### src/design/fectpe_pkg.sv
// ----------------------------------------------------------------------------
// fectpe_pkg
// Shared types and constants of the trainer page engine: page numbers,
// register indexes, reset values and the packed layout of both channels.
// ----------------------------------------------------------------------------
package fectpe_pkg;

    // stream widths
    localparam int IN_TDATA_W  = 160;
    localparam int OUT_TDATA_W = 136;

    // configuration port
    localparam int CFG_INDEX_W = 3;
    localparam int CFG_DATA_W  = 32;

    localparam logic [CFG_INDEX_W-1:0] REG_BG_INTERVAL = 3'd0;
    localparam logic [CFG_INDEX_W-1:0] REG_STALE_TMO   = 3'd1;
    localparam logic [CFG_INDEX_W-1:0] REG_SERIAL      = 3'd2;
    localparam logic [CFG_INDEX_W-1:0] REG_HW_REV      = 3'd3;
    localparam logic [CFG_INDEX_W-1:0] REG_MANUF_ID    = 3'd4;
    localparam logic [CFG_INDEX_W-1:0] REG_MODEL       = 3'd5;
    localparam logic [CFG_INDEX_W-1:0] REG_SW_REV      = 3'd6;

    localparam logic [7:0]  RST_BG_INTERVAL = 8'd64;
    localparam logic [15:0] RST_STALE_TMO   = 16'd3000;
    localparam logic [31:0] RST_SERIAL      = 32'd0;
    localparam logic [7:0]  RST_HW_REV      = 8'd1;
    localparam logic [15:0] RST_MANUF_ID    = 16'd255;
    localparam logic [15:0] RST_MODEL       = 16'd1;
    localparam logic [7:0]  RST_SW_REV      = 8'd1;

    // page numbers
    localparam logic [7:0] PAGE_GENERAL = 8'h10;
    localparam logic [7:0] PAGE_TRAINER = 8'h19;
    localparam logic [7:0] PAGE_CAPS    = 8'h36;
    localparam logic [7:0] PAGE_STATUS  = 8'h47;
    localparam logic [7:0] PAGE_MANUF   = 8'h50;
    localparam logic [7:0] PAGE_PRODUCT = 8'h51;
    localparam logic [7:0] PAGE_RESIST  = 8'h30;
    localparam logic [7:0] PAGE_POWER   = 8'h31;
    localparam logic [7:0] PAGE_TRACK   = 8'h33;

    localparam logic [7:0] EQUIP_TRAINER = 8'h19;
    localparam logic [7:0] CAPS_ALL      = 8'h07;
    localparam logic [7:0] BYTE_NA       = 8'hFF;

    localparam logic [3:0] FE_READY  = 4'd2;
    localparam logic [3:0] FE_IN_USE = 4'd3;

    localparam logic [11:0] POWER_MAX     = 12'd4094;
    localparam logic [11:0] POWER_INVALID = 12'hFFF;

    // command status codes
    localparam logic [1:0] CMD_PASS          = 2'd0;
    localparam logic [1:0] CMD_NOT_SUPPORTED = 2'd2;

    // control modes
    localparam logic [1:0] MODE_POWER  = 2'd0;
    localparam logic [1:0] MODE_RESIST = 2'd1;
    localparam logic [1:0] MODE_SIM    = 2'd2;

    // transaction kinds
    localparam logic KIND_SLOT = 1'b0;
    localparam logic KIND_RX   = 1'b1;

    // background rotation
    localparam logic [1:0] BG_CAPS  = 2'd0;
    localparam logic [1:0] BG_MANUF = 2'd1;
    localparam logic [1:0] BG_LAST  = 2'd2;

    // floor(x / 250) = ((x >> 1) * RECIP_125) >> RECIP_SHIFT for 32-bit x
    localparam logic [31:0] RECIP_125   = 32'd2199023256;
    localparam int          RECIP_SHIFT = 38;

    typedef struct packed {
        logic [7:0]  bg_interval;
        logic [15:0] stale_timeout_ms;
        logic [31:0] device_serial;
        logic [7:0]  hw_revision;
        logic [15:0] manufacturer_id;
        logic [15:0] model_number;
        logic [7:0]  sw_revision;
    } cfg_t;

    typedef struct packed {
        logic        kind;
        logic [63:0] rx_payload;
        logic [15:0] power_watts;
        logic [7:0]  cadence_rpm;
        logic        data_valid;
        logic [31:0] data_age_ms;
        logic [31:0] elapsed_ms;
    } in_item_t;

    typedef struct packed {
        logic        result_kind;
        logic [63:0] payload;
        logic [1:0]  control_mode;
        logic [13:0] target_power_w;
        logic [6:0]  resistance_pct;
        logic [15:0] wind_speed;
        logic [15:0] grade;
        logic [7:0]  rolling_coeff;
        logic [7:0]  wind_coeff;
    } res_item_t;

endpackage

### src/design/fectpe_cfg_regs.sv
// ----------------------------------------------------------------------------
// fectpe_cfg_regs
// Configuration register file, written through a plain write port.
// ----------------------------------------------------------------------------
module fectpe_cfg_regs (
    input  logic                               aclk,
    input  logic                               aresetn,
    input  logic                               cfg_we,
    input  logic [fectpe_pkg::CFG_INDEX_W-1:0] cfg_index,
    input  logic [fectpe_pkg::CFG_DATA_W-1:0]  cfg_wdata,
    output fectpe_pkg::cfg_t                   cfg
);
    import fectpe_pkg::*;

    cfg_t cfg_reg;
    cfg_t cfg_next;

    always_comb begin
        cfg_next = cfg_reg;
        if (cfg_we) begin
            case (cfg_index)
                REG_BG_INTERVAL: cfg_next.bg_interval      = cfg_wdata[7:0];
                REG_STALE_TMO:   cfg_next.stale_timeout_ms = cfg_wdata[15:0];
                REG_SERIAL:      cfg_next.device_serial    = cfg_wdata[31:0];
                REG_HW_REV:      cfg_next.hw_revision      = cfg_wdata[7:0];
                REG_MANUF_ID:    cfg_next.manufacturer_id  = cfg_wdata[15:0];
                REG_MODEL:       cfg_next.model_number     = cfg_wdata[15:0];
                REG_SW_REV:      cfg_next.sw_revision      = cfg_wdata[7:0];
                default:         cfg_next = cfg_reg;
            endcase
        end
    end

    always_ff @(posedge aclk) begin
        if (!aresetn) begin
            cfg_reg.bg_interval      <= RST_BG_INTERVAL;
            cfg_reg.stale_timeout_ms <= RST_STALE_TMO;
            cfg_reg.device_serial    <= RST_SERIAL;
            cfg_reg.hw_revision      <= RST_HW_REV;
            cfg_reg.manufacturer_id  <= RST_MANUF_ID;
            cfg_reg.model_number     <= RST_MODEL;
            cfg_reg.sw_revision      <= RST_SW_REV;
        end else begin
            cfg_reg <= cfg_next;
        end
    end

    assign cfg = cfg_reg;

endmodule

### src/design/fectpe_core.sv
// ----------------------------------------------------------------------------
// fectpe_core
// Page selection, page building, control page decoding and the engine
// state (message counters, accumulated power, pending command status).
// ----------------------------------------------------------------------------
module fectpe_core (
    input  logic                  aclk,
    input  logic                  aresetn,
    input  fectpe_pkg::cfg_t      cfg,
    input  fectpe_pkg::in_item_t  item,
    input  logic                  advance,
    output logic                  has_result,
    output fectpe_pkg::res_item_t result
);
    import fectpe_pkg::*;

    logic [7:0]  icnt_reg, icnt_next;
    logic        parity_reg, parity_next;
    logic [7:0]  event_reg, event_next;
    logic [15:0] acc_reg, acc_next;
    logic [1:0]  bg_idx_reg, bg_idx_next;
    logic        pending_reg, pending_next;
    logic [7:0]  cmd_page_reg, cmd_page_next;
    logic [1:0]  cmd_status_reg, cmd_status_next;
    logic [31:0] cmd_data_reg, cmd_data_next;

    logic        stale;
    logic [3:0]  fe_state;
    logic [7:0]  icnt_inc;
    logic        bg_slot;
    logic [62:0] el_prod;
    logic [7:0]  el_byte;
    logic [11:0] pw_clamped;
    logic [11:0] inst_pw;
    logic [7:0]  cad_out;
    logic [15:0] acc_sum;
    logic [7:0]  event_inc;
    logic [7:0]  rx_page;

    assign stale    = !item.data_valid || (item.data_age_ms > {16'd0, cfg.stale_timeout_ms});
    assign fe_state = stale ? FE_READY : FE_IN_USE;
    assign icnt_inc = icnt_reg + 8'd1;
    assign bg_slot  = icnt_inc >= cfg.bg_interval;
    assign el_prod  = 63'(item.elapsed_ms[31:1]) * 63'(RECIP_125);
    assign el_byte  = el_prod[RECIP_SHIFT +: 8];
    assign event_inc = event_reg + 8'd1;
    assign rx_page  = item.rx_payload[7:0];

    always_comb begin
        if (item.power_watts[15]) begin
            pw_clamped = 12'd0;
        end else if (item.power_watts > {4'd0, POWER_MAX}) begin
            pw_clamped = POWER_MAX;
        end else begin
            pw_clamped = item.power_watts[11:0];
        end
        inst_pw = stale ? POWER_INVALID : pw_clamped;
        cad_out = stale ? BYTE_NA : item.cadence_rpm;
        acc_sum = stale ? acc_reg : acc_reg + {4'd0, pw_clamped};
    end

    always_comb begin
        icnt_next       = icnt_reg;
        parity_next     = parity_reg;
        event_next      = event_reg;
        acc_next        = acc_reg;
        bg_idx_next     = bg_idx_reg;
        pending_next    = pending_reg;
        cmd_page_next   = cmd_page_reg;
        cmd_status_next = cmd_status_reg;
        cmd_data_next   = cmd_data_reg;
        result          = '0;
        has_result      = 1'b0;

        if (item.kind == KIND_SLOT) begin
            has_result         = 1'b1;
            result.result_kind = KIND_SLOT;
            icnt_next          = bg_slot ? 8'd0 : icnt_inc;
            parity_next        = ~parity_reg;
            if (pending_reg) begin
                pending_next   = 1'b0;
                result.payload = {cmd_data_reg, 6'd0, cmd_status_reg, BYTE_NA,
                                  cmd_page_reg, PAGE_STATUS};
            end else if (bg_slot) begin
                bg_idx_next = (bg_idx_reg >= BG_LAST) ? BG_CAPS : bg_idx_reg + 2'd1;
                if (bg_idx_reg == BG_CAPS) begin
                    result.payload = {CAPS_ALL, {6{BYTE_NA}}, PAGE_CAPS};
                end else if (bg_idx_reg == BG_MANUF) begin
                    result.payload = {cfg.model_number, cfg.manufacturer_id,
                                      cfg.hw_revision, BYTE_NA, BYTE_NA, PAGE_MANUF};
                end else begin
                    result.payload = {cfg.device_serial, cfg.sw_revision,
                                      BYTE_NA, BYTE_NA, PAGE_PRODUCT};
                end
            end else if (parity_next) begin
                result.payload = {fe_state, 4'd0, {4{BYTE_NA}}, el_byte,
                                  EQUIP_TRAINER, PAGE_GENERAL};
            end else begin
                event_next     = event_inc;
                acc_next       = acc_sum;
                result.payload = {fe_state, 4'd0, 4'd0, inst_pw[11:8], inst_pw[7:0],
                                  acc_sum, cad_out, event_inc, PAGE_TRAINER};
            end
        end else begin
            case (rx_page)
                PAGE_POWER: begin
                    has_result            = 1'b1;
                    result.control_mode   = MODE_POWER;
                    result.target_power_w = item.rx_payload[63:50];
                    cmd_data_next         = {item.rx_payload[63:48], 16'hFFFF};
                end
                PAGE_RESIST: begin
                    has_result            = 1'b1;
                    result.control_mode   = MODE_RESIST;
                    result.resistance_pct = item.rx_payload[63:57];
                    cmd_data_next         = {item.rx_payload[63:56], 24'hFFFFFF};
                end
                PAGE_TRACK: begin
                    has_result           = 1'b1;
                    result.control_mode  = MODE_SIM;
                    result.wind_speed    = item.rx_payload[23:8];
                    result.grade         = item.rx_payload[39:24];
                    result.rolling_coeff = item.rx_payload[47:40];
                    result.wind_coeff    = item.rx_payload[55:48];
                    cmd_data_next        = item.rx_payload[55:24];
                end
                default: begin
                    has_result = 1'b0;
                end
            endcase
            if (has_result) begin
                result.result_kind = KIND_RX;
                cmd_page_next      = rx_page;
                cmd_status_next    = CMD_PASS;
                pending_next       = 1'b1;
            end
        end
    end

    always_ff @(posedge aclk) begin
        if (!aresetn) begin
            icnt_reg       <= 8'd0;
            parity_reg     <= 1'b0;
            event_reg      <= 8'd0;
            acc_reg        <= 16'd0;
            bg_idx_reg     <= BG_CAPS;
            pending_reg    <= 1'b0;
            cmd_page_reg   <= BYTE_NA;
            cmd_status_reg <= CMD_NOT_SUPPORTED;
            cmd_data_reg   <= 32'hFFFF_FFFF;
        end else if (advance) begin
            icnt_reg       <= icnt_next;
            parity_reg     <= parity_next;
            event_reg      <= event_next;
            acc_reg        <= acc_next;
            bg_idx_reg     <= bg_idx_next;
            pending_reg    <= pending_next;
            cmd_page_reg   <= cmd_page_next;
            cmd_status_reg <= cmd_status_next;
            cmd_data_reg   <= cmd_data_next;
        end
    end

endmodule

### src/design/fectpe_out_stage.sv
// ----------------------------------------------------------------------------
// fectpe_out_stage
// Result register: hold a finished result until the downstream side takes
// the transaction, reload in the same cycle it drains.
// ----------------------------------------------------------------------------
module fectpe_out_stage (
    input  logic                  aclk,
    input  logic                  aresetn,
    input  logic                  load,
    input  fectpe_pkg::res_item_t result,
    output logic                  free,
    output logic                  m_tvalid,
    input  logic                  m_tready,
    output fectpe_pkg::res_item_t held
);
    import fectpe_pkg::*;

    logic      valid_reg;
    logic      valid_next;
    res_item_t data_reg;

    assign free       = !valid_reg || m_tready;
    assign valid_next = load || (valid_reg && !m_tready);

    always_ff @(posedge aclk) begin
        if (!aresetn) begin
            valid_reg <= 1'b0;
        end else begin
            valid_reg <= valid_next;
        end
    end

    always_ff @(posedge aclk) begin
        if (load) begin
            data_reg <= result;
        end
    end

    assign m_tvalid = valid_reg;
    assign held     = data_reg;

endmodule

### src/design/fec_trainer_page_engine.sv
// ----------------------------------------------------------------------------
// fec_trainer_page_engine
// Trainer broadcast page rotation and control page decoder.
//
//   Channel   Dir   Handshake           Contents
//   s_*       in    s_tvalid/s_tready   slot event or received control page
//   m_*       out   m_tvalid/m_tready   broadcast page or decoded command
//   cfg_*     in    cfg_we              register index and write data
//
// One transaction per cycle is taken unless a stalled result holds the
// input register; results pass from the input to the result register.
// The page is built in one pass including one 31x32 constant multiply for
// the elapsed-time byte.
// Reset is synchronous: counters clear, command status returns to
// not supported, registers take their defaults. A stalled result holds the
// input side only once the input register is also occupied.
// ----------------------------------------------------------------------------
module fec_trainer_page_engine (
    input  logic                                aclk,
    input  logic                                aresetn,
    // kind
    input  logic                                s_tuser,
    // rx_payload, power_watts, cadence_rpm, data_valid, data_age_ms,
    // elapsed_ms, zero fill
    input  logic [fectpe_pkg::IN_TDATA_W-1:0]   s_tdata,
    input  logic                                s_tvalid,
    output logic                                s_tready,
    // result_kind
    output logic                                m_tuser,
    // payload, control_mode, target_power_w, resistance_pct, wind_speed,
    // grade, rolling_coeff, wind_coeff, zero fill
    output logic [fectpe_pkg::OUT_TDATA_W-1:0]  m_tdata,
    output logic                                m_tvalid,
    input  logic                                m_tready,
    input  logic                                cfg_we,
    input  logic [fectpe_pkg::CFG_INDEX_W-1:0]  cfg_index,
    input  logic [fectpe_pkg::CFG_DATA_W-1:0]   cfg_wdata
);
    import fectpe_pkg::*;

    cfg_t      cfg;
    in_item_t  item_reg;
    in_item_t  item_next;
    logic      in_valid_reg;
    logic      in_valid_next;
    logic      has_result;
    logic      out_free;
    logic      advance;
    res_item_t result;
    res_item_t held;

    fectpe_cfg_regs u_cfg (
        .aclk      (aclk),
        .aresetn   (aresetn),
        .cfg_we    (cfg_we),
        .cfg_index (cfg_index),
        .cfg_wdata (cfg_wdata),
        .cfg       (cfg)
    );

    assign item_next.kind        = s_tuser;
    assign item_next.rx_payload  = s_tdata[63:0];
    assign item_next.power_watts = s_tdata[79:64];
    assign item_next.cadence_rpm = s_tdata[87:80];
    assign item_next.data_valid  = s_tdata[88];
    assign item_next.data_age_ms = s_tdata[120:89];
    assign item_next.elapsed_ms  = s_tdata[152:121];

    assign advance       = in_valid_reg && (out_free || !has_result);
    assign s_tready      = !in_valid_reg || advance;
    assign in_valid_next = (s_tvalid && s_tready) || (in_valid_reg && !advance);

    always_ff @(posedge aclk) begin
        if (!aresetn) begin
            in_valid_reg <= 1'b0;
        end else begin
            in_valid_reg <= in_valid_next;
        end
    end

    always_ff @(posedge aclk) begin
        if (s_tvalid && s_tready) begin
            item_reg <= item_next;
        end
    end

    fectpe_core u_core (
        .aclk       (aclk),
        .aresetn    (aresetn),
        .cfg        (cfg),
        .item       (item_reg),
        .advance    (advance),
        .has_result (has_result),
        .result     (result)
    );

    fectpe_out_stage u_out (
        .aclk     (aclk),
        .aresetn  (aresetn),
        .load     (advance && has_result),
        .result   (result),
        .free     (out_free),
        .m_tvalid (m_tvalid),
        .m_tready (m_tready),
        .held     (held)
    );

    assign m_tuser = held.result_kind;
    assign m_tdata = {1'b0, held.wind_coeff, held.rolling_coeff, held.grade,
                      held.wind_speed, held.resistance_pct, held.target_power_w,
                      held.control_mode, held.payload};

endmodule
### config.mk
export PLATFORM = sky130hd
export DESIGN_NAME = fec_trainer_page_engine
export DESIGN_NICKNAME = d
export VERILOG_FILES = /design/src/design/fectpe_pkg.sv /design/src/design/fectpe_cfg_regs.sv /design/src/design/fectpe_core.sv /design/src/design/fectpe_out_stage.sv /design/src/design/fec_trainer_page_engine.sv
export SDC_FILE = /design/constraint.sdc
export NUM_CORES = 2
export LEC_CHECK = 0
export BUFFER_PORTS_ARGS = -buffer_cell sky130_fd_sc_hd__buf_2
export CORE_AREA = 3 3 195 273
export DETAILED_ROUTE_END_ITERATION = 7
export DIE_AREA = 0 0 198 276
export PLACE_DENSITY = 0.82
export SLEW_MARGIN = 20
export SYNTH_ARGS = -nofsm -noshare
export SYNTH_HDL_FRONTEND = slang
export SYNTH_SLANG_ARGS = --single-unit
### constraint.sdc
create_clock -name aclk -period 7.6 [get_ports aclk]
set_clock_uncertainty 0.15 [all_clocks]
set_input_delay 1.52 -clock aclk [delete_from_list [all_inputs] [get_ports aclk]]
set_output_delay 1.52 -clock aclk [all_outputs]
set_load 0.05 [all_outputs]
==> flow_summary.json <==
{
  "status": "finished, final reports clean",
  "netlist-cell-type-count": 75,
  "avgSynthCellArea_um2": 10.78,
  "period_needed_ns": 7.464,
  "period_share_pct": 98.21,
  "gp_congestion": 0.9650,
  "cp_common_cell": "fa_1",
  "whs_ns": 0.3005,
  "port_buffers": 329,
  "cp_top_family": "adder cells",
  "synth-seq-area-share_pct": 40.29,
  "synthArstFlopShare_pct": 0,
  "wl_per_cell_um": 22.01,
  "drc": 0,
  "cts.sinks": 470,
  "critPathLaunchType": "register",
  "clk_pin_slew_ns": 0.06,
  "htreeDepth": 2,
  "postRouteAntennaNets": 0,
  "via_count": 22600,
  "clockBufferDepth": 3,
  "dp_hpwl_um": 65250,
  "arrival_ns": 7.70,
  "power_density_mw_per_mm2": 481.8,
  "first_global_vias": 24110,
  "track_usage_pct": 31.14,
  "boundaryPins": 340,
  "floorplan.initialDensity_pct": 59.77,
  "worst_pin_slew_ns": 1.088,
  "syn_inst": 2828,
  "max_cap_violations": 0,
  "drive_gt1_share_pct": 16.03,
  "finalSetupViolCount": 0,
  "root_buffer": "clkbuf_16",
  "cts_buffers": 46,
  "dp.cells": 3779,
  "drtIter0Drc": 1672,
  "crit_buf_inv": 7,
  "p_leak_nw": 15.82,
  "yosys_register_bits": 470,
  "vdd.ir_drop.worst_uv": 653.4,
  "cts_tree": "built",
  "design.core.area_mm2": 0.05101,
  "crit_required_ns": 7.84,
  "grt_start_max_net_pins": 101,
  "worstPathCellList": "buf_4 > ha_1 > fa_1 > fa_1 > inv_1 > fa_1 > inv_1 > fa_1 > inv_1 > fa_1 > inv_1 > fa_1 > ha_1 > ha_1 > nand3_1 > nor3_2 > buf_4 > o21ai_1 > buf_4 > o221a_2 > a211o_1 > a311o_1 > xnor2_1 > a221oi_2",
  "cp_max_fo": 3,
  "slew_viol_final": 0,
  "rsz0062_at_grt": "yes",
  "setup_ws_ns": 0.1362,
  "ys.flop_type": "edfxtp_1",
  "fmax_mhz": 134.0,
  "yosys_warnings": 0,
  "area.growth.synth_to_final_pct": 14.51,
  "die_y_um": 276,
  "max_slew_margin_pct": 27.38,
  "cp-end-kind": "register",
  "max_stage_delay_ns": 0.55,
  "antenna_found_initial": 10,
  "drt-pass1-iter-count": 5,
  "slowest_stage": "fa_1",
  "synth_edf_count": 287,
  "path_class": "reg -> reg",
  "hold_buffers": 0,
  "overflow": 0,
  "insertion_delay_ns": 0.61,
  "instances_no_fill": 3883,
  "hold_viol_final": 0,
  "die_area_mm2": 0.05465,
  "finalWirelength_um": 85450,
  "final_nets": 3977,
  "setup_tns_ns": 0,
  "hold_path.class": "reg -> reg",
  "die_w_um": 198,
  "routed_via_density": 5.820,
  "rows": 98,
  "netlist_area_mm2": 0.03049,
  "largest_reg_flops": 153,
  "grt_first_pass_wirelength_um": 131300,
  "place_ws_ns": 0.04567
}
power breakdown:
group | internal, mW | switching, mW
registers | 2.91 | 0.0734
logic | 4.71 | 6.74
clock network | 1.36 | 1.02
cell families (layout without fill, tap and decap cells):
group | Yosys count | count (layout) | share of synthesized area [%]
AND/OR/NAND/NOR | 706 | 706 | 10.65
buffers and inverters | 608 | 1004 | 7.609
adder cells (fa/ha/maj) | 588 | 588 | 30.63
flip-flops | 470 | 470 | 40.29
AO/OA/AOI/OAI | 391 | 391 | 8.910
XOR/XNOR | 49 | 49 | 1.408
multiplexers | 15 | 15 | 0.4925
other | 1 | 10 | 0.01230
path summary, 6_finish.rpt:
kind / depth (start not counted) / startpoint / to / slack [ns]
worst max-delay path: 24 / item_reg[23] / u_out.held[94] / 0.14
worst min-delay path: 2 / u_core.cmd_status_reg[1] / u_core.cmd_status_reg[1] / 0.30
worst max register to register: 24 / item_reg[23] / u_out.held[94] / 0.14
worst min register to register: 2 / u_core.cmd_status_reg[1] / u_core.cmd_status_reg[1] / 0.30
synth_stat cells, types with 4 or more instances:
cell | instances | area, um^2
nand3b_1 | 4 | 30.03
xnor2_1 | 36 | 315.3
nand2_1 | 335 | 1257
and3_1 | 57 | 356.6
o311ai_0 | 8 | 70.07
buf_2 | 8 | 40.04
o21ai_0 | 69 | 345.3
nand2b_1 | 9 | 56.30
or2_2 | 5 | 31.28
nor2b_1 | 24 | 150.1
o21bai_1 | 4 | 30.03
o221ai_1 | 37 | 324.1
mux2i_1 | 15 | 150.1
o21a_1 | 8 | 60.06
dfxtp_1 | 183 | 3664
nand3_1 | 50 | 250.2
a221oi_1 | 7 | 61.31
or3_1 | 9 | 56.30
inv_1 | 509 | 1911
xor2_1 | 13 | 113.9
and2_1 | 33 | 206.5
clkbuf_1 | 83 | 311.6
a21boi_1 | 4 | 30.03
a21o_1 | 15 | 112.6
ha_1 | 324 | 4054
a22oi_1 | 4 | 30.03
o31ai_1 | 6 | 45.04
nand4_1 | 9 | 56.30
o211ai_1 | 12 | 90.09
fa_1 | 264 | 5285
edfxtp_1 | 287 | 8618
a21boi_0 | 96 | 720.7
nor3_1 | 50 | 250.2
o22ai_1 | 4 | 25.02
a21oi_1 | 68 | 340.3
a211oi_1 | 12 | 90.09
a31oi_1 | 8 | 50.05
nor4_1 | 5 | 31.28
nor2_1 | 100 | 375.4
repair_timing:
| action | in CTS | in global routing |
|---|---|---|
| endpoints found under the hold margin | 0 | 0 |
| setup endpoints to repair | 1 | 6 |
| pin swaps | 0 | 6 |
| buffers inserted | 4 | 7 |
| resized for setup | 1 | 15 |
area by class of cell:
type,instances,area (um^2)
Fill cell,3710,16100
Multi-Input combinational cell,1751,16010
Sequential cell,470,12280
Timing Repair Buffer,410,2311
Inverter,509,1911
Clock buffer,66,1289
Tap cell,650,813.3
Clock inverter,19,270.3
Antenna cell,8,20.02
per-stage QoR:
step                cell area, um^2  power (mW)  util (%)
floorplan                     30490       10.63         -
global placement              33150       13.54     64.98
detailed placement            33150       14.01     64.99
CTS                           34760       16.50     68.14
global route                  34910       18.41     68.44
finish                        34910       16.82     68.44
cell usage in the layout, fill, tap and decap left out, drive strengths merged, types with 13 or more instances in the layout:
| cell | netlist | routed |
|---|---|---|
| clkbuf | 84 | 66 |
| and3 | 57 | 57 |
| a21oi | 70 | 70 |
| a21o | 15 | 15 |
| ha | 324 | 324 |
| nand2 | 335 | 335 |
| and2 | 35 | 35 |
| mux2i | 15 | 15 |
| fa | 264 | 264 |
| nor2 | 100 | 100 |
| edfxtp | 287 | 287 |
| nor3 | 50 | 50 |
| dfxtp | 183 | 183 |
| a21boi | 100 | 100 |
| inv | 509 | 513 |
| xnor2 | 36 | 36 |
| buf | 15 | 410 |
| nor2b | 24 | 24 |
| nand3 | 50 | 50 |
| xor2 | 13 | 13 |
| o221ai | 37 | 37 |
| o21ai | 71 | 71 |
| a211oi | 13 | 13 |
worst register-to-register path: cells and delay by family (launching register included):
kind,cells,cell delay [ns]
DFF,1,0.47
adders and majority gates,9,3.95
buffers and inverters,7,0.76
and+or+nand+nor,2,0.52
AOI/OAI and AO/OA,5,1.29
xor gates and xnor gates,1,0.14
metal layers:
layer  track usage [%]  up-vias  wire length, um  share of wire (%)
li1                  -    10130                -                  -
met1             35.19    11090            29680                 35
met2             54.83     1049            43690                 51
met3             4.473      331             5285                6.2
met4             19.74        0             6795                8.0
met5                 0        -                0                  0
(Power assumes the default switching activity.)
